--- src/design/ifcp_pkg.sv ---
// Shared types and constants for the IRC formatting code parser.
// Used by every module of the block; no dependencies.
package ifcp_pkg;

  localparam int unsigned CharW  = 21;
  localparam int unsigned ColorW = 7;
  localparam int unsigned DigitW = 4;
  localparam int unsigned AccW   = 11; // wide enough for 127 * 10 + 9

  localparam logic [CharW-1:0] ChBold      = 21'h000002;
  localparam logic [CharW-1:0] ChColor     = 21'h000003;
  localparam logic [CharW-1:0] ChPlain     = 21'h00000F;
  localparam logic [CharW-1:0] ChReverse   = 21'h000016;
  localparam logic [CharW-1:0] ChItalic    = 21'h00001D;
  localparam logic [CharW-1:0] ChUnderline = 21'h00001F;
  localparam logic [CharW-1:0] ChComma     = 21'h00002C;
  localparam logic [CharW-1:0] ChZero      = 21'h000030;
  localparam logic [CharW-1:0] ChNine      = 21'h000039;

  localparam logic [ColorW-1:0] ColorSat        = 7'd127;
  localparam logic [ColorW-1:0] DefaultColorRst = 7'd99;
  localparam logic [ColorW-1:0] HighestColorRst = 7'd15;

  typedef enum logic [0:0] {
    CFG_DEFAULT_COLOR = 1'b0,
    CFG_HIGHEST_COLOR = 1'b1
  } cfg_idx_e;

  typedef enum logic [2:0] {
    KIND_TEXT,
    KIND_BOLD,
    KIND_ITALIC,
    KIND_UNDERLINE,
    KIND_REVERSE,
    KIND_PLAIN,
    KIND_COLOR
  } kind_e;

  // Classified character passed from the front end to the back end
  typedef struct packed {
    logic [CharW-1:0]  char_code;
    logic              line_last;
    kind_e             kind;
    logic              is_digit;
    logic              is_comma;
    logic [DigitW-1:0] digit;
  } item_t;

  typedef struct packed {
    logic              text_valid;
    logic [CharW-1:0]  text_char;
    logic              is_bold;
    logic              is_italic;
    logic              is_underline;
    logic              is_reverse;
    logic [ColorW-1:0] fore_color;
    logic [ColorW-1:0] back_color;
    logic              segment_start;
    logic              end_of_line;
    logic              run_last;
  } result_t;

endpackage

--- src/design/ifcp_front.sv ---
// Front end: accepts characters from the input stream and classifies them.
// Depends on ifcp_pkg; feeds ifcp_fifo.
module ifcp_front (
  input  logic                      valid_i,
  output logic                      ready_o,
  input  logic [ifcp_pkg::CharW-1:0] char_i,
  input  logic                      last_i,
  input  logic                      full_i,
  output logic                      push_o,
  output ifcp_pkg::item_t           item_o
);

  assign ready_o = !full_i;
  assign push_o  = valid_i && !full_i;

  always_comb begin
    item_o           = '0;
    item_o.char_code = char_i;
    item_o.line_last = last_i;
    item_o.is_digit  = (char_i >= ifcp_pkg::ChZero) && (char_i <= ifcp_pkg::ChNine);
    item_o.is_comma  = (char_i == ifcp_pkg::ChComma);
    item_o.digit     = char_i[ifcp_pkg::DigitW-1:0];
    unique case (char_i)
      ifcp_pkg::ChBold:      item_o.kind = ifcp_pkg::KIND_BOLD;
      ifcp_pkg::ChItalic:    item_o.kind = ifcp_pkg::KIND_ITALIC;
      ifcp_pkg::ChUnderline: item_o.kind = ifcp_pkg::KIND_UNDERLINE;
      ifcp_pkg::ChReverse:   item_o.kind = ifcp_pkg::KIND_REVERSE;
      ifcp_pkg::ChPlain:     item_o.kind = ifcp_pkg::KIND_PLAIN;
      ifcp_pkg::ChColor:     item_o.kind = ifcp_pkg::KIND_COLOR;
      default:               item_o.kind = ifcp_pkg::KIND_TEXT;
    endcase
  end

endmodule

--- src/design/ifcp_fifo.sv ---
// Two-entry queue of classified characters between front and back end.
// Depends on ifcp_pkg.
module ifcp_fifo (
  input  logic            clk_i,
  input  logic            rst_ni,
  input  logic            push_i,
  input  ifcp_pkg::item_t item_i,
  output logic            full_o,
  input  logic            pop_i,
  output logic            valid_o,
  output ifcp_pkg::item_t item_o
);

  ifcp_pkg::item_t mem_q [2];
  logic            wr_ptr_q, wr_ptr_d;
  logic            rd_ptr_q, rd_ptr_d;
  logic [1:0]      cnt_q, cnt_d;

  assign full_o  = (cnt_q == 2'd2);
  assign valid_o = (cnt_q != 2'd0);
  assign item_o  = mem_q[rd_ptr_q];

  always_comb begin
    wr_ptr_d = wr_ptr_q ^ push_i;
    rd_ptr_d = rd_ptr_q ^ pop_i;
    cnt_d    = cnt_q + {1'b0, push_i} - {1'b0, pop_i};
  end

  always_ff @(posedge clk_i or negedge rst_ni) begin
    if (!rst_ni) begin
      wr_ptr_q <= 1'b0;
      rd_ptr_q <= 1'b0;
      cnt_q    <= 2'd0;
    end else begin
      wr_ptr_q <= wr_ptr_d;
      rd_ptr_q <= rd_ptr_d;
      cnt_q    <= cnt_d;
    end
  end

  always_ff @(posedge clk_i) begin
    if (push_i) begin
      mem_q[wr_ptr_q] <= item_i;
    end
  end

endmodule

--- src/design/ifcp_back.sv ---
// Back end: attribute and colour-parse state, result generation and a
// two-result output buffer. Depends on ifcp_pkg; fed by ifcp_fifo.
module ifcp_back #(
  parameter int unsigned MAX_COLOR_DIGITS = 2
) (
  input  logic                        clk_i,
  input  logic                        rst_ni,
  input  logic                        item_valid_i,
  input  ifcp_pkg::item_t             item_i,
  output logic                        item_pop_o,
  input  logic [ifcp_pkg::ColorW-1:0] default_color_i,
  input  logic [ifcp_pkg::ColorW-1:0] highest_color_i,
  output logic                        out_valid_o,
  input  logic                        out_ready_i,
  output ifcp_pkg::result_t           out_o
);

  localparam int unsigned CntW = $clog2(MAX_COLOR_DIGITS + 1);
  localparam logic [CntW-1:0] CntMax = CntW'(MAX_COLOR_DIGITS);

  typedef enum logic [1:0] {
    PH_IDLE,
    PH_FG,
    PH_COMMA,
    PH_BG
  } phase_e;

  typedef struct packed {
    logic                        bold;
    logic                        italic;
    logic                        underline;
    logic                        reverse;
    logic [ifcp_pkg::ColorW-1:0] fore;
    logic [ifcp_pkg::ColorW-1:0] back;
    phase_e                      phase;
    logic [ifcp_pkg::ColorW-1:0] acc;
    logic [CntW-1:0]             cnt;
    logic                        after;
  } state_t;

  localparam state_t StateRst = '{
    bold:      1'b0,
    italic:    1'b0,
    underline: 1'b0,
    reverse:   1'b0,
    fore:      ifcp_pkg::DefaultColorRst,
    back:      ifcp_pkg::DefaultColorRst,
    phase:     PH_IDLE,
    acc:       '0,
    cnt:       '0,
    after:     1'b1
  };

  state_t            st_q, st_d;
  ifcp_pkg::result_t buf_q [2];
  ifcp_pkg::result_t buf_d [2];
  logic [1:0]        ocnt_q, ocnt_d;

  ifcp_pkg::result_t res [2];
  logic [1:0]        nres;
  logic              take;

  function automatic logic [ifcp_pkg::ColorW-1:0] acc_next(
    input logic [ifcp_pkg::ColorW-1:0] acc,
    input logic [ifcp_pkg::DigitW-1:0] d
  );
    logic [ifcp_pkg::AccW-1:0] v;
    v = ({4'b0, acc} << 3) + ({4'b0, acc} << 1) + {7'b0, d};
    return (v > ifcp_pkg::AccW'(ifcp_pkg::ColorSat)) ? ifcp_pkg::ColorSat
                                                      : v[ifcp_pkg::ColorW-1:0];
  endfunction

  function automatic ifcp_pkg::result_t make_res(
    input state_t                      s,
    input logic                        valid,
    input logic [ifcp_pkg::CharW-1:0]  ch,
    input logic                        seg
  );
    ifcp_pkg::result_t r;
    r               = '0;
    r.text_valid    = valid;
    r.text_char     = ch;
    r.is_bold       = s.bold;
    r.is_italic     = s.italic;
    r.is_underline  = s.underline;
    r.is_reverse    = s.reverse;
    r.fore_color    = s.fore;
    r.back_color    = s.back;
    r.segment_start = seg;
    return r;
  endfunction

  // A new item may enter only when everything but what leaves this cycle is drained
  assign take        = out_valid_o && out_ready_i;
  assign item_pop_o  = item_valid_i && ((ocnt_q == 2'd0) || ((ocnt_q == 2'd1) && out_ready_i));
  assign out_valid_o = (ocnt_q != 2'd0);
  assign out_o       = buf_q[0];

  always_comb begin
    logic normal;
    state_t s;
    s      = st_q;
    normal = 1'b0;
    nres   = 2'd0;
    res[0] = '0;
    res[1] = '0;

    unique case (st_q.phase)
      PH_FG: begin
        if (item_i.is_digit && (st_q.cnt < CntMax)) begin
          s.acc = acc_next(st_q.acc, item_i.digit);
          s.cnt = st_q.cnt + CntW'(1);
        end else if (st_q.cnt == '0) begin
          s.fore  = default_color_i;
          s.back  = default_color_i;
          s.phase = PH_IDLE;
          normal  = 1'b1;
        end else begin
          s.fore = (st_q.acc > highest_color_i) ? default_color_i : st_q.acc;
          if (item_i.is_comma) begin
            s.phase = PH_COMMA;
          end else begin
            s.phase = PH_IDLE;
            normal  = 1'b1;
          end
        end
      end
      PH_COMMA: begin
        if (item_i.is_digit) begin
          s.acc   = {3'b0, item_i.digit};
          s.cnt   = CntW'(1);
          s.phase = PH_BG;
        end else begin
          // held comma was plain text after all
          res[0]  = make_res(s, 1'b1, ifcp_pkg::ChComma, s.after);
          nres    = 2'd1;
          s.after = 1'b0;
          s.phase = PH_IDLE;
          normal  = 1'b1;
        end
      end
      PH_BG: begin
        if (item_i.is_digit && (st_q.cnt < CntMax)) begin
          s.acc = acc_next(st_q.acc, item_i.digit);
          s.cnt = st_q.cnt + CntW'(1);
        end else begin
          s.back  = (st_q.acc > highest_color_i) ? default_color_i : st_q.acc;
          s.phase = PH_IDLE;
          normal  = 1'b1;
        end
      end
      default: begin
        normal = 1'b1;
      end
    endcase

    if (normal) begin
      unique case (item_i.kind)
        ifcp_pkg::KIND_BOLD: begin
          s.bold  = !s.bold;
          s.after = 1'b1;
        end
        ifcp_pkg::KIND_ITALIC: begin
          s.italic = !s.italic;
          s.after  = 1'b1;
        end
        ifcp_pkg::KIND_UNDERLINE: begin
          s.underline = !s.underline;
          s.after     = 1'b1;
        end
        ifcp_pkg::KIND_REVERSE: begin
          s.reverse = !s.reverse;
          s.after   = 1'b1;
        end
        ifcp_pkg::KIND_PLAIN: begin
          s.bold      = 1'b0;
          s.italic    = 1'b0;
          s.underline = 1'b0;
          s.reverse   = 1'b0;
          s.fore      = default_color_i;
          s.back      = default_color_i;
          s.after     = 1'b1;
        end
        ifcp_pkg::KIND_COLOR: begin
          s.phase = PH_FG;
          s.acc   = '0;
          s.cnt   = '0;
          s.after = 1'b1;
        end
        default: begin
          if (nres == 2'd0) begin
            res[0] = make_res(s, 1'b1, item_i.char_code, s.after);
          end else begin
            res[1] = make_res(s, 1'b1, item_i.char_code, s.after);
          end
          nres    = nres + 2'd1;
          s.after = 1'b0;
        end
      endcase
    end

    if (item_i.line_last) begin
      // comma still held at line end goes out as text
      if (s.phase == PH_COMMA) begin
        res[0]  = make_res(s, 1'b1, ifcp_pkg::ChComma, s.after);
        nres    = 2'd1;
      end
      if (nres == 2'd0) begin
        res[0] = make_res(s, 1'b0, '0, 1'b0);
        nres   = 2'd1;
      end
      if (nres == 2'd1) begin
        res[0].end_of_line = 1'b1;
      end else begin
        res[1].end_of_line = 1'b1;
      end
      s           = '0;
      s.fore      = default_color_i;
      s.back      = default_color_i;
      s.phase     = PH_IDLE;
      s.after     = 1'b1;
    end

    if (nres == 2'd1) begin
      res[0].run_last = 1'b1;
    end else if (nres == 2'd2) begin
      res[1].run_last = 1'b1;
    end

    st_d = item_pop_o ? s : st_q;
  end

  always_comb begin
    buf_d[0] = buf_q[0];
    buf_d[1] = buf_q[1];
    ocnt_d   = ocnt_q;
    if (item_pop_o && (nres != 2'd0)) begin
      buf_d[0] = res[0];
      buf_d[1] = res[1];
      ocnt_d   = nres;
    end else if (take) begin
      buf_d[0] = buf_q[1];
      ocnt_d   = ocnt_q - 2'd1;
    end
  end

  always_ff @(posedge clk_i or negedge rst_ni) begin
    if (!rst_ni) begin
      st_q   <= StateRst;
      ocnt_q <= 2'd0;
    end else begin
      st_q   <= st_d;
      ocnt_q <= ocnt_d;
    end
  end

  always_ff @(posedge clk_i) begin
    buf_q[0] <= buf_d[0];
    buf_q[1] <= buf_d[1];
  end

endmodule

--- src/design/irc_format_code_parser.sv ---
// Top level of the IRC formatting code parser: configuration registers and
// the front end, queue and back end. Depends on ifcp_pkg and its submodules.
//
// Usage:
//   s_axis carries one character per transaction: tdata[20:0] is the code
//   point, tlast marks the last character of a line. m_axis carries the
//   results: text character and attributes in tdata, text_valid and
//   segment_start in tuser, tlast on the final result of a line.
//   Each input gives zero, one or two results; tdata[39] marks the last
//   result of an input. A line's last character always gives a result.
//   cfg writes default_color (index 0) or highest_color (index 1), always
//   ready; the user must write it only while the block idles (unenforced).
// Timing:
//   One character per cycle while the output is ready; an input that
//   yields two results holds the back end while its second result drains.
//   An input is registered in the queue, then its results in the output
//   buffer. An output stall (or a second result draining) still takes one
//   input into the queue, which then fills and s_axis_tready drops.
// Reset:
//   Attributes clear, colours become the reset default, queue and output
//   buffer empty. No clearing pass is needed.
module irc_format_code_parser #(
  parameter int unsigned MAX_COLOR_DIGITS = 2
) (
  input  logic        clk_i,
  input  logic        rst_ni,
  // char_code [20:0], zero padding [23:21]
  input  logic [23:0] s_axis_tdata,
  input  logic        s_axis_tlast,
  input  logic        s_axis_tvalid,
  output logic        s_axis_tready,
  // text_char [20:0], is_bold [21], is_italic [22], is_underline [23],
  // is_reverse [24], fore_color [31:25], back_color [38:32], run_last [39]
  output logic [39:0] m_axis_tdata,
  // text_valid [0], segment_start [1]
  output logic [1:0]  m_axis_tuser,
  output logic        m_axis_tlast,
  output logic        m_axis_tvalid,
  input  logic        m_axis_tready,
  input  logic        cfg_valid_i,
  output logic        cfg_ready_o,
  input  logic [0:0]  cfg_addr_i,
  input  logic [6:0]  cfg_data_i
);

  logic [ifcp_pkg::ColorW-1:0] default_color_q, highest_color_q;
  logic                        push, full, pop, q_valid;
  ifcp_pkg::item_t             f_item, q_item;
  ifcp_pkg::result_t           res;

  assign cfg_ready_o = 1'b1;

  always_ff @(posedge clk_i or negedge rst_ni) begin
    if (!rst_ni) begin
      default_color_q <= ifcp_pkg::DefaultColorRst;
      highest_color_q <= ifcp_pkg::HighestColorRst;
    end else if (cfg_valid_i) begin
      unique case (ifcp_pkg::cfg_idx_e'(cfg_addr_i))
        ifcp_pkg::CFG_DEFAULT_COLOR: default_color_q <= cfg_data_i;
        ifcp_pkg::CFG_HIGHEST_COLOR: highest_color_q <= cfg_data_i;
        default: ;
      endcase
    end
  end

  ifcp_front u_front (
    .valid_i (s_axis_tvalid),
    .ready_o (s_axis_tready),
    .char_i  (s_axis_tdata[ifcp_pkg::CharW-1:0]),
    .last_i  (s_axis_tlast),
    .full_i  (full),
    .push_o  (push),
    .item_o  (f_item)
  );

  ifcp_fifo u_fifo (
    .clk_i   (clk_i),
    .rst_ni  (rst_ni),
    .push_i  (push),
    .item_i  (f_item),
    .full_o  (full),
    .pop_i   (pop),
    .valid_o (q_valid),
    .item_o  (q_item)
  );

  ifcp_back #(
    .MAX_COLOR_DIGITS (MAX_COLOR_DIGITS)
  ) u_back (
    .clk_i           (clk_i),
    .rst_ni          (rst_ni),
    .item_valid_i    (q_valid),
    .item_i          (q_item),
    .item_pop_o      (pop),
    .default_color_i (default_color_q),
    .highest_color_i (highest_color_q),
    .out_valid_o     (m_axis_tvalid),
    .out_ready_i     (m_axis_tready),
    .out_o           (res)
  );

  assign m_axis_tdata = {res.run_last, res.back_color, res.fore_color, res.is_reverse,
                         res.is_underline, res.is_italic, res.is_bold, res.text_char};
  assign m_axis_tuser = {res.segment_start, res.text_valid};
  assign m_axis_tlast = res.end_of_line;

endmodule

--- config.mk ---
export PLATFORM = sky130hd
export DESIGN_NAME = irc_format_code_parser
export DESIGN_NICKNAME = d
export VERILOG_FILES = /design/src/design/ifcp_pkg.sv /design/src/design/ifcp_front.sv /design/src/design/ifcp_fifo.sv /design/src/design/ifcp_back.sv /design/src/design/irc_format_code_parser.sv
export SDC_FILE = /design/constraint.sdc
export NUM_CORES = 1
export LEC_CHECK = 0
export BUFFER_PORTS_ARGS = -buffer_cell sky130_fd_sc_hd__buf_2
export CORE_MARGIN = 8
export CORE_UTILIZATION = 50
export CTS_BUF_LIST = sky130_fd_sc_hd__clkbuf_16
export DETAILED_ROUTE_END_ITERATION = 16
export PLACE_DENSITY = 0.71
export SLEW_MARGIN = 30
export SYNTH_ARGS = -nofsm -noshare
export SYNTH_HDL_FRONTEND = slang
export SYNTH_HIERARCHICAL = 1
export SYNTH_SLANG_ARGS = --single-unit
--- constraint.sdc ---
create_clock -name clk_i -period 4.7 [get_ports clk_i]
set_clock_uncertainty 0.05 [all_clocks]
set_input_delay 0.705 -clock clk_i [delete_from_list [all_inputs] [get_ports clk_i]]
set_output_delay 0.705 -clock clk_i [all_outputs]
set_load 0.02 [all_outputs]
# [After elaboration in Yosys (flattened, before gate mapping)]
# Memory sizes are Yosys's and may differ from the RTL's.
# Cells that the tools add are included.
[classes] add_sub_neg=7 mul=0 n_div=0 n_lt_le_gt_ge=5 n_eq_ne=22 shifts=0 muxes=63 bitwise_logic=3 n_reduce_logical=24
[ops] op="$mux W43" n=10
[ops] op="$mux W86" n=2
[ops] op="$eq A21 B5 Y1 const B" n=3
[ops] op="$mux W30" n=2
[ops] op="$eq A21 B2 Y1 const B" n=2
[ops] op="$mux W7" n=5
[ops] op="$pmux W11 S3" n=1
[ops] op="$mux W9" n=3
[ops] op="$mux W2" n=12
[ops] op="$eq A21 B4 Y1 const B" n=1
[ops] op="$eq A21 B6 Y1 const B" n=1
[ops] op="$ge A21 B6 Y1 const B" n=1
[ops] op="$le A21 B6 Y1 const B" n=1
[ops] op="$mux W1" n=18
[ops] op="$pmux W3 S6" n=1
[ops] op="$mux W16" n=1
[ops] op="$mux W14" n=1
[ops] op="$pmux W7 S2" n=1
[ops] op="$add A10 B8 Y11" n=1
[ops] op="$add A11 B4 Y11" n=1
[ops] op="$gt A11 B7 Y1 const B" n=1
[ops] op="$mux W11" n=1
[ops] op="$eq A2 B2 Y1 const B" n=5
[ops] op="$eq A3 B3 Y1 const B" n=3
[ops] op="20 further kinds" n=46
[word_totals] regBits=50 latch_bits=0 mem_bits_rw=148 rom_bits=0 in_bits=38 output_inout_bits=46 wordCells=142 n_memories=2
[mem_list] memory="u_back.buf_q" words=2 word_bits=43 read_ports=2 rd_ports_with_merged_regs=0 write_ports=2 line_no="ifcp_back.sv:55" source="ifcp_pkg::result_t buf_q [2];"
[mem_list] memory="u_fifo.mem_q" words=2 word_bits=31 read_ports=1 rd_ports_with_merged_regs=0 write_ports=1 line_no="ifcp_fifo.sv:14" source="ifcp_pkg::item_t mem_q [2];"

# [Longest topological paths before layout]
# Gate-level depths: netlist of the first run.
[logic_depth] word_depth=19 depth_mapped=17 depth_no_buf=11

# [Hierarchy]
# Netlist of the first run, hierarchy kept.
[by_module_without_submodules] module="ifcp_back" n_inst=1 cells_per_inst=703 area_per_inst_um2=7310.8 seq_area_each_um2=3394.5
[by_module_without_submodules] module="ifcp_fifo" n_inst=1 cells_per_inst=113 area_per_inst_um2=2601.2 seq_area_each_um2=1961.9
[by_module_without_submodules] module="irc_format_code_parser" n_inst=1 cells_per_inst=33 area_per_inst_um2=586.8 seq_area_each_um2=360.3
[by_module_without_submodules] module="ifcp_front" n_inst=1 cells_per_inst=56 area_per_inst_um2=386.6 seq_area_each_um2=0.0

# [Worst setup path before layout of the first run]
# No wires, ideal clock.
[synth_timing] path_type="reg-to-reg" from="reg u_fifo.rd_ptr_q" to="mem u_back/buf_q[0][18] (netlist bit), data pin" setup_time_ns=0.342 arrival_ns=4.204 t_required_ns=4.308 setup_slack_ns=0.105 stages_incl_launch_ff=16 n_path_buf=6 period_less_slack_ns=4.595 cell_sequence="dfrtp_1 -> buf_6 -> buf_12 -> mux2_4 -> buf_2 -> nand2b_1 -> inv_1 -> clkbuf_1 -> clkbuf_1 -> ha_1 -> o21ai_0 -> nor2_1 -> o21ai_2 -> inv_2 -> clkbuf_1 -> a31oi_1"
[synth_rtl] item="start: declaration" line_no="ifcp_fifo.sv:16" source="logic rd_ptr_q, rd_ptr_d;"
[synth_rtl] item="start signal: assignment" line_no="ifcp_fifo.sv:36" source="rd_ptr_q <= rd_ptr_d;"
[synth_rtl] item="end: declaration" line_no="ifcp_back.sv:55"

==> results of run 1 <==
[worst min-delay path by stage]
stage | from | to | slack, ns
after floorplan | rst_ni | default_color_q[2] | 0.36
after CTS | rst_ni | highest_color_q[5] | 0.36
after global routing | rst_ni | highest_color_q[5] | 0.39
after global placement | u_back/ocnt_q[1] | u_back/ocnt_q[1] | 0.42
after detailed placement | u_back/st_q[0] | u_back/st_q[0] | 0.43
final | rst_ni | highest_color_q[5] | 0.35
[logic make-up (layout without fill, tap and decap cells)]
| kind of cell | Yosys count | count (layout) | synth area share, % |
|---|---|---|---|
| other | 2 | 2 | 0.0690 |
| xor gates and xnor gates | 5 | 5 | 0.540 |
| and+or+nand+nor | 214 | 214 | 10.8 |
| muxes | 48 | 48 | 6.20 |
| adders and majority gates | 31 | 31 | 3.70 |
| AOI/OAI and AO/OA | 253 | 253 | 17.6 |
| buffers and inverters | 154 | 161 | 8.57 |
| DFF | 198 | 198 | 52.5 |
[layer usage]
layer  global-route usage (%)  up-vias  routed length [um]
li1                         -     3402                   -
met3                     3.48       39                1920
met4                     6.03        0                 401
met1                     24.9     3448               10600
met2                     26.2      353               10500
met5                        0        -                   0
[registers in the layout, summed over array words and instances, names as in the netlist]
| signal | cells |
|---|---|
| u_fifo/wr_ptr_q | 1 |
| u_fifo/rd_ptr_q | 1 |
| u_back/buf_q | 86 |
| default_color_q | 7 |
| u_fifo/mem_q | 62 |
| u_back/st_q | 30 |
| highest_color_q | 7 |
| u_fifo/cnt_q | 2 |
| u_back/ocnt_q | 2 |
[critical path, cell delays in order (launching register included)]
cell	delay (ns)
dfrtp_2	0.62
buf_4	0.41
mux2_4	0.35
inv_1	0.09
fa_1	0.44
fa_1	0.47
nor2b_1	0.11
o21ai_0	0.11
and4b_1	0.20
a211oi_1	0.62
nor3b_1	0.13
o41ai_1	0.28
[through the flow]
| stage | worst slack (ns) | std cells | area, um2 | power (uW) | hold slack, ns |
|---|---|---|---|---|---|
| 2_1_floorplan | 0.105 | 905 | 10900 | 6460 | 0.359 |
| 3_3_place_gp | 0.607 | 1161 | 11000 | 7160 | 0.422 |
| 3_5_place_dp | 0.545 | 1161 | 11000 | 7250 | 0.433 |
| 4_1_cts | 0.538 | 1192 | 11600 | 8740 | 0.364 |
| 5_1_grt | 0.347 | 1192 | 11600 | 9250 | 0.392 |
| 6_report | 0.689 | 1192 | 11600 | 8740 | 0.351 |
[layout make-up]
type / count / area share [%]
sequential: 198 / 49.5
multi-input combinational: 553 / 36.7
timing repair buffer: 93 / 4.44
clock buffer: 17 / 3.68
tap: 280 / 3.03
clock inverter: 14 / 1.48
inverter: 37 / 1.21
[synth_stat cells, drive strengths merged, types with 5 or more instances]
| cell | count |
|---|---|
| o211ai | 18 |
| a21o | 5 |
| a22oi | 11 |
| nor2 | 53 |
| nor4 | 7 |
| mux2 | 47 |
| buf | 87 |
| nor2b | 9 |
| ha | 29 |
| o21ai | 45 |
| or3 | 7 |
| o22ai | 7 |
| nor3 | 15 |
| and2 | 8 |
| o311a | 5 |
| dfrtp | 33 |
| o21a | 11 |
| a31oi | 8 |
| o311ai | 6 |
| o221ai | 9 |
| o32a | 6 |
| o221a | 14 |
| o31ai | 8 |
| a22o | 32 |
| nand3 | 17 |
| nand2b | 7 |
| dfstp | 17 |
| clkbuf | 30 |
| a221oi | 11 |
| a21oi | 35 |
| edfxtp | 148 |
| nand2 | 41 |
| inv | 35 |
| and3 | 25 |
[power groups by stage]
stage	Clock, uW	Sequential, uW	Combinational (uW)
global placement	0	3160	3990
finish	1480	3150	4110
CTS	1500	3160	4080
detailed placement	0	3190	4060
global route	1560	3230	4470
floorplan	0	3060	3400
==> run_results.csv, run 1 <==
group,metric,value,unit
timing,tns,0,ns
cells_and_area,fillCellCount,1786,
power_and_ir_drop,p_sw_share,40.8,%
die,die_y,164,um
power_and_ir_drop,seqPwrFrac,36.0,%
setup_path,r2r_start,"u_fifo/rd_ptr_q",
power_and_ir_drop,intPower,5170,uW
outcome,outcome,"complete, no violations",
setup_path,worst-r2r-setup-slack,0.69,ns
clock_tree,cts_buffers,17,
synth,synthCells,905,
detailed_routing,drc_errors,0,
clock_tree,post_cts_buffers,0,
timing,setup_viol_count_final,0,
synth,yosys.area.top_type,"edfxtp_1",
synth,synth_fp_nets,974,
die,fp-row-count,54,
synth,synth_edf_count,148,
worst_hold_path,hold_class,"in2async",
cells_and_area,multi_input_area,0.00424,mm2
clock_tree,root_buffer,"clkbuf_16",
place,gp_congestion,0.908,
setup_path,worstSetupEndpointType,"register",
setup_path,critPathCapture,"u_back/st_q[6]",
flow_run,cap_viol_max_count,0,
timing,hold_viol_final,0,
power_and_ir_drop,clockPowerShare,16.9,%
detailed_routing,drtIter0Drc,768,
synth,ys.flop_type,"edfxtp_1",
place,numPortBuffers,79,
clock_tree,cts_buffer_depth,2,
grt,grtUsageTotal,17.5,%
setup_path,cp-start-kind,"register",
timing,tightest_slew,0.874,ns
timing,fmax,249,MHz
grt,grt_pass1_wl,37100,um
cells_and_area,layout_common_cells,"148 x edfxtp_1, 79 x buf_2, 53 x nor2_1",
setup_path,path_class,"reg2reg",
synth,async_reset_ff_share,25.3,%
timing,period_share,85.3,%
cells_and_area,syn2layout_area_growth,6.21,%
timing,period_minus_slack,4.01,ns
setup_path,r2r_end,"u_back/st_q[6]",
grt,antenna_found_initial,0,
detailed_routing,ant_nets,0,
cells_and_area,antenna_cells,0,
setup_path,crit_path_max_fanout,19,
power_and_ir_drop,comb_power_share,47.0,%
clock_tree,cts-htree-levels,4,
synth,yosys.area.top_type_share,40.8,%
power_and_ir_drop,ir_worst_vdd,454,uV
synth,syn_avg_cell_area,12.0,um2
timing,slew_violations,0,
cells_and_area,fin_nets,969,
detailed_routing,vias_per_cell,6.08,
grt,first_global_vias,6780,
grt,grt_max_degree,64,
setup_path,crit_required,4.96,ns
detailed_routing,vias,7242,
die,start_util,50.3,%
setup_path,rr_worst_depth,11,
cells_and_area,utilization,53.5,%
grt,gr-total-overflow,0,
timing,maxSlewHeadroom,41.7,%
timing,rsz0062_at_grt,"false",
detailed_routing,wl_per_cell,19.7,um
detailed_routing,drt_first_pass_iters,6,
clock_tree,clkSlewWorstSetupHoldPaths,0.07,ns
clock_tree,cts_hold_buf,0,
synth,synth-seq-cells,198,
synth,synth_cell_types,93,
synth,yosysWarnings,6,
die,die_area,0.0267,mm2
cells_and_area,drive_above_1_share,24.1,%
die,dieWidth,164,um
clock_tree,insertion_delay,0.44,ns
power_and_ir_drop,power.switching,3570,uW
cells_and_area,regArea,0.00572,mm2
power_and_ir_drop,cellLeakagePower,0.00452,uW
clock_tree,cts_resized,0,
synth,ys_seq_area_share,52.5,%
clock_tree,cts_tree,"built",
die,core,0.0216,mm2
power_and_ir_drop,power_per_cell_area,756,mW/mm2
die,io_pins,84,
cells_and_area,final_common_cell,"edfxtp_1",
synth,syn-cell-area,0.0109,mm2
detailed_routing,routed_wl,23500,um
clock_tree,clock-sinks,198,
setup_path,arrival,4.27,ns
synth,synth_top_cells_by_area,"edfxtp_1 41%, dfrtp_1 7.6%, buf_4 5.0%",
place,dp_hpwl,16100,um
setup_path,crit_start,"u_fifo/rd_ptr_q",
No activity file was read; power rests on OpenSTA's default activity.
==> run 2, diff against run 1 <==
Settings changed: BUFFER_PORTS_ARGS -buffer_cell sky130_fd_sc_hd__buf_2 to -buffer_cell sky130_fd_sc_hd__buf_4, SKIP_CTS_REPAIR_TIMING set to 1.
==> run 2 against run 1 <==
First-iteration DRC count up 5.3%. Final cell count about the same. Critical endpoint unchanged. Total power up 0.98%. Register-to-register slack better by 0.11 ns. Via count up 1.4%. Largest cell class unchanged. Final area up 1.4%.
==> run_results.csv, run 2 (synthesized netlist as in run 1, its figures left out) <==
group,metric,value,unit
timing,post-route-worst-setup-slack,0.798,ns
detailed_routing,drc_errors,0,
place,dp_hpwl,16300,um
grt,grt_util_met2,26.9,%
place,pre_cts_ws,0.789,ns
die,dieWidth,164,um
die,io_pins,84,
cells_and_area,layout_common_cells,"148 x edfxtp_1, 92 x buf_4, 53 x nor2_1",
setup_path,path_class,"reg2reg",
timing,fmax,256,MHz
place,gp_congestion,0.899,
grt,antenna_found_initial,0,
detailed_routing,routed_wl,24100,um
timing,hold_slack,0.260,ns
flow_run,cap_viol_max_count,0,
worst_hold_path,hold_class,"in2async",
clock_tree,insertion_delay,0.44,ns
cells_and_area,utilization,54.2,%
cells_and_area,max_flop_register,"u_back/buf_q",
die,core,0.0216,mm2
grt,grt_max_degree,64,
setup_path,worstSetupEndpointType,"register",
detailed_routing,ant_nets,0,
clock_tree,cts-htree-levels,4,
outcome,outcome,"complete, no violations",
cells_and_area,final_common_cell,"edfxtp_1",
cells_and_area,fillCellCount,1829,
die,start_util,50.3,%
setup_path,arrival,4.18,ns
cells_and_area,syn2layout_area_growth,7.65,%
setup_path,cp-start-kind,"register",
grt,met1_usage,25.4,%
power_and_ir_drop,power_per_cell_area,753,mW/mm2
timing,period_minus_slack,3.90,ns
timing,tightest_slew,0.875,ns
cells_and_area,final_cells,1193,
power_and_ir_drop,cellLeakagePower,0.00456,uW
setup_path,crit_path_max_fanout,28,
cells_and_area,top_regs,"u_back/buf_q (86), u_fifo/mem_q (62), u_back/st_q (30)",
setup_path,crit_required,4.98,ns
timing,rsz0062_at_grt,"false",
clock_tree,root_buffer,"clkbuf_16",
clock_tree,cts_tree,"built",
grt,grt_use_met3,3.86,%
timing,period_share,83.0,%
grt,grt_pass1_wl,38200,um
clock_tree,clock-sinks,198,
detailed_routing,drt_first_pass_iters,7,
power_and_ir_drop,ir_worst_vdd,394,uV
timing,setup_viol_count_final,0,
grt,gr-total-overflow,0,
die,die_y,164,um
timing,tns,0,ns
detailed_routing,vias_per_cell,6.16,
place,placedCellCount,1161,
grt,grtUsageTotal,18.1,%
place,numPortBuffers,79,
clock_tree,clkSlewWorstSetupHoldPaths,0.07,ns
grt,first_global_vias,7047,
timing,hold_viol_final,0,
detailed_routing,wl_per_cell,20.2,um
die,fp-row-count,54,
detailed_routing,vias,7343,
die,die_area,0.0267,mm2
cells_and_area,largest_reg_flops,86,
grt,grt_busiest_layer,"met2",
clock_tree,cts_buffers,17,
cells_and_area,fin_nets,969,
detailed_routing,drtIter0Drc,809,
cells_and_area,antenna_cells,0,
clock_tree,cts_buffer_depth,2,
cells_and_area,drive_above_1_share,24.2,%
timing,slew_violations,0,
timing,maxSlewHeadroom,41.7,%
run 2: per-stage QoR:
stage	cell area, um2	power, uW
finish	11700	8830
detailed placement	11200	7400
CTS	11700	8810
floorplan	10900	6460
global placement	11200	7310
global route	11700	9360
run 2: area by class of cell:
cell class	instances	area (um2)	area share, %
repair buffers	93	711	6.06
multi-input cells	553	4240	36.2
flip-flops and latches	198	5720	48.8
clock inverters	15	138	1.17
inverters	37	140	1.20
clock buffers	17	425	3.63
well taps	280	350	2.99
run 2: routing by layer:
| metal | vias to the layer above | wire (um) | share of wire (%) |
|---|---|---|---|
| li1 | 3400 | - | - |
| met3 | 42 | 1930 | 8.0 |
| met1 | 3578 | 10800 | 45 |
| met2 | 323 | 10900 | 45 |
| met5 | - | 0 | 0 |
| met4 | 0 | 505 | 2.1 |
run 2: where the power goes:
part	switching [uW]	leakage, uW	internal (uW)
clock network	702	0.000272	701
logic	2590	0.00228	1690
registers	340	0.00200	2800
run 2: worst max-delay path: stages (launching register included):
cell      delay, ns
dfrtp_2        0.43
buf_4          0.46
mux2_4         0.37
inv_1          0.08
fa_1           0.43
fa_1           0.48
nor2b_1        0.13
o21ai_0        0.14
and4b_1        0.21
a211oi_1       0.59
nor3b_1        0.14
o41ai_1        0.26
run 2: path summary, 6_finish.rpt:
check	startpoint	end	slack, ns	cells after the start
max in group asynchronous	rst_ni	u_fifo/rd_ptr_q	3.85	1
min in group clk_i	s_axis_tlast	u_fifo/mem_q[0][9]	0.40	1
hold reg to reg	u_back/st_q[1]	u_back/st_q[1]	0.45	1
setup / recovery	u_fifo/rd_ptr_q	u_back/st_q[6]	0.80	11
hold / removal	rst_ni	highest_color_q[5]	0.26	1
setup reg to reg	u_fifo/rd_ptr_q	u_back/st_q[6]	0.80	11
==> run 3, diff against run 2 <==
Settings changed: PLACE_DENSITY 0.71 to 0.68.
Clock period 4.7 ns to 3.6 ns, I/O delays scaled along.
==> run 3 against run 2 <==
Combinational power increased by 34%. Global-route usage increased by 0.17 points. Sequential power increased by 30%. Final area increased by 1.3%. Setup slack got worse by 0.54 ns. Hold slack got worse by 0.14 ns. Die area unchanged. Fmax increased by 17%. First-iteration DRC count decreased by 0.74%. Sequential share of layout area decreased by 0.61 points. Utilization increased by 0.69 points.
==> run_results.csv, run 3 (synthesized netlist as in run 1, its figures left out) <==
group,metric,value,unit
outcome,outcome,"complete, no violations",
detailed_routing,drc_errors,0,
setup_path,crit_chain,"buf_4 > mux2_4 > inv_1 > fa_1 > fa_1 > nor2b_1 > o21ai_0 > and4b_1 > a211oi_1 > buf_4 > nor3b_1 > o41ai_1",
setup_path,rr_worst_depth,12,
timing,rsz0062_at_grt,"false",
timing,slew_violations,0,
cells_and_area,largest_reg_flops,86,
timing,period_minus_slack,3.34,ns
cells_and_area,top_regs,"u_back/buf_q (86), u_fifo/mem_q (62), u_back/st_q (30)",
detailed_routing,routed_wl,24500,um
detailed_routing,drtIter0Drc,803,
timing,tightest_slew,0.833,ns
detailed_routing,vias_per_cell,6.07,
grt,grt_max_degree,64,
grt,grt_pass1_wl,38500,um
detailed_routing,drt_first_pass_iters,6,
place,placedCellCount,1176,
timing,fmax,299,MHz
flow_run,cap_viol_max_count,0,
setup_path,crit_path_max_fanout,6,
cells_and_area,final_cells,1209,
power_and_ir_drop,power_per_cell_area,987,mW/mm2
setup_path,slowest_stage,"fa_1",
setup_path,arrival,3.61,ns
timing,setup_viol_count_final,0,
die,dieWidth,164,um
power_and_ir_drop,cellLeakagePower,0.00466,uW
setup_path,slowest_delay,0.47,ns
setup_path,cp-start-kind,"register",
worst_hold_path,hold_class,"in2async",
clock_tree,cts-htree-levels,4,
die,die_y,164,um
place,numPortBuffers,79,
cells_and_area,antenna_cells,0,
setup_path,worstSetupEndpointType,"register",
cells_and_area,fin_nets,985,
grt,gr-total-overflow,0,
place,dp_hpwl,16800,um
cells_and_area,final_common_cell,"edfxtp_1",
clock_tree,insertion_delay,0.44,ns
detailed_routing,wl_per_cell,20.2,um
cells_and_area,syn2layout_area_growth,9.02,%
clock_tree,clock-sinks,198,
clock_tree,clkSlewWorstSetupHoldPaths,0.08,ns
die,io_pins,84,
grt,antenna_found_initial,0,
cells_and_area,drive_above_1_share,25.5,%
power_and_ir_drop,ir_worst_vdd,459,uV
timing,period_share,92.9,%
setup_path,crit_required,3.87,ns
die,die_area,0.0267,mm2
setup_path,path_class,"reg2reg",
cells_and_area,max_flop_register,"u_back/buf_q",
timing,tns,0,ns
cells_and_area,layout_common_cells,"148 x edfxtp_1, 108 x buf_4, 53 x nor2_1",
detailed_routing,vias,7339,
die,core,0.0216,mm2
die,start_util,50.3,%
setup_path,worst-r2r-setup-slack,0.26,ns
grt,grtUsageTotal,18.3,%
grt,first_global_vias,7091,
place,gp_congestion,0.937,
detailed_routing,ant_nets,0,
die,fp-row-count,54,
timing,maxSlewHeadroom,44.5,%
clock_tree,cts_buffers,17,
timing,hold_viol_final,0,
clock_tree,root_buffer,"clkbuf_16",
clock_tree,cts_tree,"built",
clock_tree,cts_buffer_depth,2,
==> run 3: per-layer routing <==
layer	track usage (%)	up-vias	routed length (um)
li1	-	3429	-
met4	5.70	0	386
met2	27.4	313	11000
met1	26.0	3562	11200
met5	0	-	0
met3	3.93	35	1860
==> run 3: worst max-delay path: cells and delay by family, from the launching register on <==
family                   cells  cell delay (ns)
multiplexers                 1             0.31
adder cells (fa/ha/maj)      2             0.90
AO/OA/AOI/OAI                3             0.63
buffers and inverters        3             0.45
AND/OR/NAND/NOR              3             0.42
flip-flops                   1             0.46
==> run 3: path summary, 6_finish.rpt <==
kind / from / end
max: u_fifo/rd_ptr_q / u_back/st_q[6]
min: rst_ni / u_back/st_q[21]
max reg2reg: u_fifo/rd_ptr_q / u_back/st_q[6]
min reg2reg: u_back/st_q[1] / u_back/st_q[1]
max in group asynchronous: rst_ni / u_fifo/rd_ptr_q
min in group clk_i: s_axis_tlast / u_fifo/mem_q[1][9]
==> run 3: where the power goes <==
part	internal, uW	total, uW	switching, uW
Clock	988	1900	916
Sequential	3660	4070	409
Combinational	2300	5740	3440
==> run 3: area by class of cell <==
type                       count  area [um2]
sequential                   198        5720
clock inverter                15         160
inverter                      37         140
multi-input combinational    553        4240
timing repair buffer         109         831
clock buffer                  17         425
fill                        1828        9750
tap                          280         350
==> run 3: metrics by stage <==
stage          utilization, %  hold slack, ns  power, uW  area [um2]  setup WS (ns)
4_1_cts                  54.9           0.116      11700       11900          0.224
2_1_floorplan               -           0.194       8430       10900        0.00216
3_3_place_gp             52.1           0.419       9700       11300          0.266
6_report                 54.9           0.117      11700       11900          0.257
5_1_grt                  54.9           0.139      12400       11900         0.0499
3_5_place_dp             52.1           0.440       9810       11300          0.244
